--- config.mk ---
export PLATFORM = sky130hd
export DESIGN_NAME = char_lcd_4bit_write_sequencer
export DESIGN_NICKNAME = d
export VERILOG_FILES = /design/src/lcdw_pkg.sv /design/src/lcdw_ctrl.sv /design/src/lcdw_dpath.sv /design/src/char_lcd_4bit_write_sequencer.sv
export SDC_FILE = /design/constraint.sdc
export NUM_CORES = 1
export LEC_CHECK = 0
export ABC_AREA = 1
export BUFFER_PORTS_ARGS = -buffer_cell sky130_fd_sc_hd__clkbuf_2
export CORE_UTILIZATION = 35
export DETAILED_ROUTE_END_ITERATION = 8
export PLACE_DENSITY = 0.59
export SYNTH_ARGS = -nofsm -noshare
export SYNTH_HDL_FRONTEND = slang
export SYNTH_SLANG_ARGS = --single-unit
--- constraint.sdc ---
create_clock -name clk -period 4.9 [get_ports clk]
set_input_delay 0.98 -clock clk [delete_from_list [all_inputs] [get_ports clk]]
set_output_delay 0.98 -clock clk [all_outputs]
set_load 0.02 [all_outputs]
--- src/lcdw_pkg.sv ---
package lcdw_pkg;

	// Input request fields
	typedef struct packed {
		logic [2:0] cmd;
		logic [7:0] value;
		logic [5:0] column;
		logic       line;
	} in_t;

	// One pin state of the LCD bus
	typedef struct packed {
		logic        rs_pin;
		logic        enable_pin;
		logic [3:0]  data_nibble;
		logic        drive_on;
		logic [13:0] hold_us;
		logic        last;
	} out_t;

	// Operation codes
	localparam logic [2:0] CMD_INIT  = 3'd0;
	localparam logic [2:0] CMD_INSTR = 3'd1;
	localparam logic [2:0] CMD_DATA  = 3'd2;
	localparam logic [2:0] CMD_POS   = 3'd3;
	localparam logic [2:0] CMD_CLEAR = 3'd4;
	localparam logic [2:0] CMD_OFF   = 3'd5;

	// Kind of pin state to build
	localparam logic [1:0] KIND_POWER   = 2'd0;
	localparam logic [1:0] KIND_STROBE  = 2'd1;
	localparam logic [1:0] KIND_RELEASE = 2'd2;

	// Extra wait codes added to an E-low hold
	localparam logic [2:0] WAIT_NONE = 3'd0;
	localparam logic [2:0] WAIT_4000 = 3'd1;
	localparam logic [2:0] WAIT_100  = 3'd2;
	localparam logic [2:0] WAIT_1000 = 3'd3;
	localparam logic [2:0] WAIT_2000 = 3'd4;

	localparam logic [13:0] POWER_HOLD_US = 14'd15000;
	localparam logic [9:0]  STROBE_RESET  = 10'd50;

	// Power-up bytes and fixed instructions
	localparam logic [3:0] NIB_WAKE     = 4'h3;
	localparam logic [3:0] NIB_FOUR_BIT = 4'h2;
	localparam logic [7:0] BYTE_FUNC    = 8'h28;
	localparam logic [7:0] BYTE_DISP_ON = 8'h0C;
	localparam logic [7:0] BYTE_ENTRY   = 8'h06;
	localparam logic [7:0] BYTE_CLEAR   = 8'h01;
	localparam logic [7:0] BYTE_DISP_OFF = 8'h08;

	// Controller to datapath command
	typedef struct packed {
		logic       load;
		logic       emit;
		logic [1:0] kind;
		logic       enable;
		logic       use_item;
		logic       hi;
		logic [3:0] nib;
		logic [2:0] wait_sel;
		logic       last;
	} ctl_t;

	// Datapath to controller status
	typedef struct packed {
		logic out_free;
	} sts_t;

	function automatic logic [13:0] wait_us(input logic [2:0] sel);
		logic [13:0] w;
		case (sel)
			WAIT_4000: w = 14'd4000;
			WAIT_100:  w = 14'd100;
			WAIT_1000: w = 14'd1000;
			WAIT_2000: w = 14'd2000;
			default:   w = 14'd0;
		endcase
		return w;
	endfunction

	function automatic logic [7:0] init_byte(input logic [1:0] idx);
		logic [7:0] b;
		case (idx)
			2'd0:    b = BYTE_FUNC;
			2'd1:    b = BYTE_DISP_ON;
			2'd2:    b = BYTE_ENTRY;
			default: b = BYTE_CLEAR;
		endcase
		return b;
	endfunction

endpackage

--- src/lcdw_ctrl.sv ---
module lcdw_ctrl (
	input  logic             clk,
	input  logic             arst_n,
	input  logic             in_valid,
	input  logic [2:0]       in_cmd,
	output logic             in_stall,
	input  lcdw_pkg::sts_t   sts,
	output lcdw_pkg::ctl_t   ctl
);
	import lcdw_pkg::*;

	localparam logic ST_IDLE = 1'b0;
	localparam logic ST_RUN  = 1'b1;

	logic       state_q;
	logic [2:0] cmd_q;
	logic [4:0] step_q;
	logic [4:0] last_step;
	logic [2:0] wake_k;
	logic [3:0] byte_k;
	logic [7:0] ib;
	logic       accept;
	logic       cmd_ok;

	assign in_stall = (state_q != ST_IDLE);
	assign accept   = in_valid && (state_q == ST_IDLE);
	assign cmd_ok   = in_cmd inside {[CMD_INIT:CMD_OFF]};

	assign wake_k = 3'(step_q - 5'd1);
	assign byte_k = 4'(step_q - 5'd9);
	assign ib     = init_byte(byte_k[3:2]);

	// Pick the last step index of the held operation
	always_comb begin
		case (cmd_q)
			CMD_INIT: last_step = 5'd24;
			CMD_OFF:  last_step = 5'd4;
			default:  last_step = 5'd3;
		endcase
	end

	// Decode the current step into a datapath command
	always_comb begin
		ctl          = '0;
		ctl.load     = accept;
		ctl.emit     = (state_q == ST_RUN) && sts.out_free;
		ctl.kind     = KIND_STROBE;
		ctl.last     = (step_q == last_step);
		ctl.wait_sel = WAIT_NONE;
		if (cmd_q == CMD_INIT) begin
			if (step_q == 5'd0) begin
				ctl.kind = KIND_POWER;
			end else if (step_q < 5'd9) begin
				ctl.enable = ~wake_k[0];
				ctl.nib    = (wake_k[2:1] == 2'd3) ? NIB_FOUR_BIT : NIB_WAKE;
				if (wake_k[0]) begin
					case (wake_k[2:1])
						2'd0:    ctl.wait_sel = WAIT_4000;
						2'd1:    ctl.wait_sel = WAIT_100;
						default: ctl.wait_sel = WAIT_1000;
					endcase
				end
			end else begin
				ctl.enable = ~byte_k[0];
				ctl.nib    = byte_k[1] ? ib[3:0] : ib[7:4];
				if (byte_k == 4'd15)
					ctl.wait_sel = WAIT_2000;
			end
		end else if (cmd_q == CMD_OFF && step_q == 5'd4) begin
			ctl.kind = KIND_RELEASE;
		end else begin
			ctl.use_item = 1'b1;
			ctl.hi       = ~step_q[1];
			ctl.enable   = ~step_q[0];
			if (cmd_q == CMD_CLEAR && step_q == 5'd3)
				ctl.wait_sel = WAIT_2000;
		end
	end

	// Advance through the steps of one request
	always_ff @(posedge clk or negedge arst_n) begin
		if (!arst_n) begin
			state_q <= ST_IDLE;
			cmd_q   <= CMD_INIT;
			step_q  <= '0;
		end else begin
			case (state_q)
				ST_IDLE: begin
					if (accept && cmd_ok) begin
						state_q <= ST_RUN;
						cmd_q   <= in_cmd;
						step_q  <= '0;
					end
				end
				ST_RUN: begin
					if (ctl.emit) begin
						if (ctl.last)
							state_q <= ST_IDLE;
						step_q <= step_q + 5'd1;
					end
				end
				default: state_q <= ST_IDLE;
			endcase
		end
	end

endmodule

--- src/lcdw_dpath.sv ---
module lcdw_dpath (
	input  logic             clk,
	input  logic             arst_n,
	input  lcdw_pkg::in_t    in_data,
	input  lcdw_pkg::ctl_t   ctl,
	output lcdw_pkg::sts_t   sts,
	input  logic             cfg_we,
	input  logic [9:0]       cfg_wdata,
	output logic             out_valid,
	input  logic             out_stall,
	output lcdw_pkg::out_t   out_data
);
	import lcdw_pkg::*;

	logic [9:0] strobe_q;
	logic       lines_q;
	logic [7:0] byte_q;
	logic       rs_q;
	logic       out_valid_q;
	out_t       out_q;
	out_t       res;
	logic [7:0] item_byte;

	assign sts.out_free = !out_valid_q || !out_stall;
	assign out_valid    = out_valid_q;
	assign out_data     = out_q;

	// Form the byte an operation sends
	always_comb begin
		case (in_data.cmd)
			CMD_POS:   item_byte = {1'b1, in_data.line, in_data.column};
			CMD_CLEAR: item_byte = BYTE_CLEAR;
			CMD_OFF:   item_byte = BYTE_DISP_OFF;
			default:   item_byte = in_data.value;
		endcase
	end

	// Build the next pin state
	always_comb begin
		res = '0;
		res.last = ctl.last;
		case (ctl.kind)
			KIND_POWER: begin
				res.drive_on = 1'b1;
				res.hold_us  = POWER_HOLD_US;
			end
			KIND_STROBE: begin
				res.rs_pin      = ctl.use_item ? rs_q : 1'b0;
				res.enable_pin  = ctl.enable;
				res.data_nibble = !ctl.use_item ? ctl.nib :
					(ctl.hi ? byte_q[7:4] : byte_q[3:0]);
				res.drive_on    = lines_q;
				res.hold_us     = {4'b0, strobe_q} + wait_us(ctl.wait_sel);
			end
			default: ;
		endcase
	end

	// Hold strobe time and line drive state
	always_ff @(posedge clk or negedge arst_n) begin
		if (!arst_n) begin
			strobe_q <= STROBE_RESET;
			lines_q  <= 1'b0;
		end else begin
			if (cfg_we)
				strobe_q <= cfg_wdata;
			if (ctl.emit && ctl.kind == KIND_POWER)
				lines_q <= 1'b1;
			else if (ctl.emit && ctl.kind == KIND_RELEASE)
				lines_q <= 1'b0;
		end
	end

	// Latch the byte of an accepted request
	always_ff @(posedge clk) begin
		if (ctl.load) begin
			byte_q <= item_byte;
			rs_q   <= (in_data.cmd == CMD_DATA);
		end
	end

	// Output register: load on emit, drop when taken
	always_ff @(posedge clk or negedge arst_n) begin
		if (!arst_n) begin
			out_valid_q <= 1'b0;
		end else if (ctl.emit) begin
			out_valid_q <= 1'b1;
		end else if (!out_stall) begin
			out_valid_q <= 1'b0;
		end
	end

	always_ff @(posedge clk) begin
		if (ctl.emit)
			out_q <= res;
	end

endmodule

--- src/char_lcd_4bit_write_sequencer.sv ---
// Channel   Dir  Handshake          Payload
// in        in   in_valid/in_stall   in_data   (cmd, value, column, line)
// out       out  out_valid/out_stall out_data  (rs, E, D7..D4, drive, hold, last)
// cfg       in   cfg_we              cfg_wdata (strobe_us)
//
// One pin state per cycle while the output register is free; an init request
// gives 25 states, a byte 4, off 5.
// The step sequencer handles one request at a time; in_stall is high while it runs.
// Reset (arst_n low) sets strobe_us to 50 and leaves the lines undriven.
// A stalled output holds the sequencer on its current step.
module char_lcd_4bit_write_sequencer (
	input  logic             clk,
	input  logic             arst_n,
	input  logic             in_valid,
	output logic             in_stall,
	input  lcdw_pkg::in_t    in_data,
	output logic             out_valid,
	input  logic             out_stall,
	output lcdw_pkg::out_t   out_data,
	input  logic             cfg_we,
	input  logic [9:0]       cfg_wdata
);
	import lcdw_pkg::*;

	ctl_t ctl;
	sts_t sts;

	lcdw_ctrl u_ctrl (
		.clk      (clk),
		.arst_n   (arst_n),
		.in_valid (in_valid),
		.in_cmd   (in_data.cmd),
		.in_stall (in_stall),
		.sts      (sts),
		.ctl      (ctl)
	);

	lcdw_dpath u_dpath (
		.clk       (clk),
		.arst_n    (arst_n),
		.in_data   (in_data),
		.ctl       (ctl),
		.sts       (sts),
		.cfg_we    (cfg_we),
		.cfg_wdata (cfg_wdata),
		.out_valid (out_valid),
		.out_stall (out_stall),
		.out_data  (out_data)
	);

`ifndef SYNTH
	// A known operation locks out further requests
	a_busy_after_accept: assert property (@(posedge clk) disable iff (!arst_n)
		(in_valid && !in_stall && in_data.cmd <= CMD_OFF) |=> in_stall)
		else $error("sequencer not busy after accepting an operation");

	// The final pin state of a request never has E high
	a_last_e_low: assert property (@(posedge clk) disable iff (!arst_n)
		(out_valid && out_data.enable_pin) |-> !out_data.last)
		else $error("last pin state has enable high");

	// Busy only starts from an accepted request
	a_busy_cause: assert property (@(posedge clk) disable iff (!arst_n)
		$rose(in_stall) |-> $past(in_valid))
		else $error("busy without a request");
`endif

endmodule

==> out/qor.yml <==
timing.fmax_ghz: 0.310
die_y_um: 94.1
dieArea_mm2: 0.00885
syn_to_final_growth_pct: 16.0
route.vias.total: 2301
layoutNonFillerInstCount: 477
worst_slack_ns: 1.67
wl_per_cell_um: 12.4
worstMarginPinSlew_ns: 0.957
final_antenna_net_count: 0
path_max_fanout: 9
fillers: 826
cts_hold_buf: 0
syn_avg_cell_area_um2: 9.51
power_switching_share_pct: 46.0
ys_ff_latch: 52
power_frac_seq_pct: 34.3
maxCapViolCount: 0
synthFlopType: "edfxtp_1"
fin_crit_ns: 3.23
pin_count: 57
p_clk_share_pct: 11.3
synth_cell_types: 38
hold_class: "reg2reg"
most-common-layout-cells: "56 x nand2_1, 56 x clkbuf_2, 35 x inv_1"
place_inst: 469
syn_inst: 312
routabilityCongestion: 0.859
cts.sinks: 52
grt-ovfl-total: 0
dp_hpwl_um: 4600
grt_antenna_before_repair: 0
cts_tree: "done"
skew_ns: 0.0104
finalSetupViolCount: 0
grt_setup_unrepaired: "false"
internal-power_mw: 1.22
worstPathRequired_ns: 4.98
combinationalPowerShare_pct: 54.4
nNetsFinal: 421
ir_drop_mv: 0.248
grt_pass1_wl_um: 10000
arrival_ns: 3.31
start_util_pct: 36.1
post-cts-setup-buffer-count: 0
port_buffers: 56
hold_viol_final: 0
cts_made_buffers: 5
switchingPower_mw: 1.04
status: "finished clean"
leakagePower_nw: 1.62
num_rows: 33
cts_buffer_depth: 2
yosys_warnings: 0
dpl_worst_slack_ns: 1.70
clock-root-buffer: "clkbuf_8"
start_kind: "register"
setup.worst_path.end_class: "register"
grt_pass1_vias: 2187
synth-async-reset-ratio_pct: 40.4
cts_resized: 0
viasPerCell: 4.82
htree_levels: 2
yosysSeqAreaShare_pct: 49.2
clk_latency_ns: 0.31
grt_max_degree: 25
drt_iter0_drc: 122
synth_area_mm2: 0.00297
synth_edf_count: 31
drive_gt1_share_pct: 29.6
antenna_cells: 0
critPathKind: "reg2reg"
powerDensity_mw_per_mm2: 657
drcViolationCount: 0
period_share_pct: 65.9
slew_headroom_pct: 36.1
drt_first_pass_iters: 5
die_w_um: 94.1
grt_usage_pct: 14.7
drv_slew: 0
syn_nets: 362
path_clk_slew_ns: 0.10
tns_ns: 0
routed_wl_um: 5910
core_area_mm2: 0.00822
[stage by stage]
step | util [%] | area (um2) | hold slack [ns] | total power, mW
floorplan | - | 2970 | 0.460 | 1.72
CTS | 41.9 | 3440 | 0.505 | 2.28
global placement | 40.7 | 3350 | 0.478 | 2.00
detailed placement | 40.7 | 3350 | 0.487 | 2.01
global route | 41.9 | 3440 | 0.541 | 2.47
finish | 41.9 | 3440 | 0.502 | 2.26
[critical path: stages (launching register included)]
cell and delay [ns]:
dfrtp_1 0.50, inv_1 0.23, ha_1 0.22, inv_1 0.04
nand2_1 0.08, nand2_2 0.11, ha_1 0.21, nand2_1 0.05
inv_1 0.05, nand3_2 0.06, nand2_2 0.07, inv_2 0.09
nand3_1 0.15, ha_1 0.38, a21oi_1 0.20, o21ai_0 0.11
a21oi_1 0.24, nand3_2 0.10, nand2_1 0.06, nor2_1 0.04
[power groups by stage]
stage	sequential, mW	clock (mW)	combinational, mW
2_1_floorplan	0.883	0	0.837
4_1_cts	0.777	0.265	1.23
3_3_place_gp	0.783	0	1.21
3_5_place_dp	0.788	0	1.22
6_report	0.775	0.255	1.23
5_1_grt	0.796	0.285	1.39
[final timing paths]
path | startpoint | to | slack, ns | depth (start not counted)
max | u_ctrl.step_q[1] | u_dpath.out_data[11] | 1.67 | 19
min | u_dpath.strobe_q[1] | u_dpath.strobe_q[1] | 0.50 | 2
max reg2reg | u_ctrl.step_q[1] | u_dpath.out_data[11] | 1.67 | 19
min reg2reg | u_dpath.strobe_q[1] | u_dpath.strobe_q[1] | 0.50 | 2
max in group asynchronous | arst_n | u_dpath.strobe_q[4] | 3.89 | 1
min in group asynchronous | arst_n | u_dpath.strobe_q[8] | 0.63 | 1
[kinds of logic after synthesis]
logic type	count (synthesis)	synth area share [%]
and+or+nand+nor	140	24.4
buffers and inverters	45	6.20
adders and majority gates	17	7.42
muxes	7	2.66
DFF	52	49.2
xor gates and xnor gates	2	0.591
AOI/OAI and AO/OA	49	9.49
[synth_stat cells, types with 4 or more instances]
library cell,n,area [um2]
edfxtp_1,31,931
nand3_2,4,40.0
nor2_4,6,67.6
dfrtp_1,18,450
nand2_2,8,50.1
ha_1,16,200
nor3_1,5,25.0
mux2_2,7,78.8
a21oi_1,16,80.1
nand2_1,56,210
nand3_1,26,130
nor2_2,5,31.3
nand4_1,4,25.0
inv_2,6,22.5
o21ai_0,20,100
inv_1,35,131
nor2_1,17,63.8
[state kept, by name, indices dropped and copies added (netlist names), 3 cells and up]
register	count
u_dpath.out_data	22
u_dpath.byte_q	8
u_ctrl.step_q	5
u_dpath.strobe_q	10
u_ctrl.cmd_q	3
[routing by layer]
metal / part of all wire, % / wire [um] / GRT usage [%]
met1: 47 / 2760 / 19.3
met2: 46 / 2740 / 23.8
met3: 5.1 / 301 / 2.91
met4: 1.7 / 102 / 5.26
met5: 0 / 0 / 0
[final cells by class]
class / count / area, um2 / share of cell area, %
clock buffer: 7 / 86.3 / 2.51
clock inverter: 1 / 7.51 / 0.218
timing repair buffer: 56 / 280 / 8.14
tap: 105 / 131 / 3.82
multi-input combinational: 215 / 1320 / 38.4
inverter: 41 / 154 / 4.47
sequential: 52 / 1460 / 42.4
No activity file was read; power rests on OpenSTA's default activity.
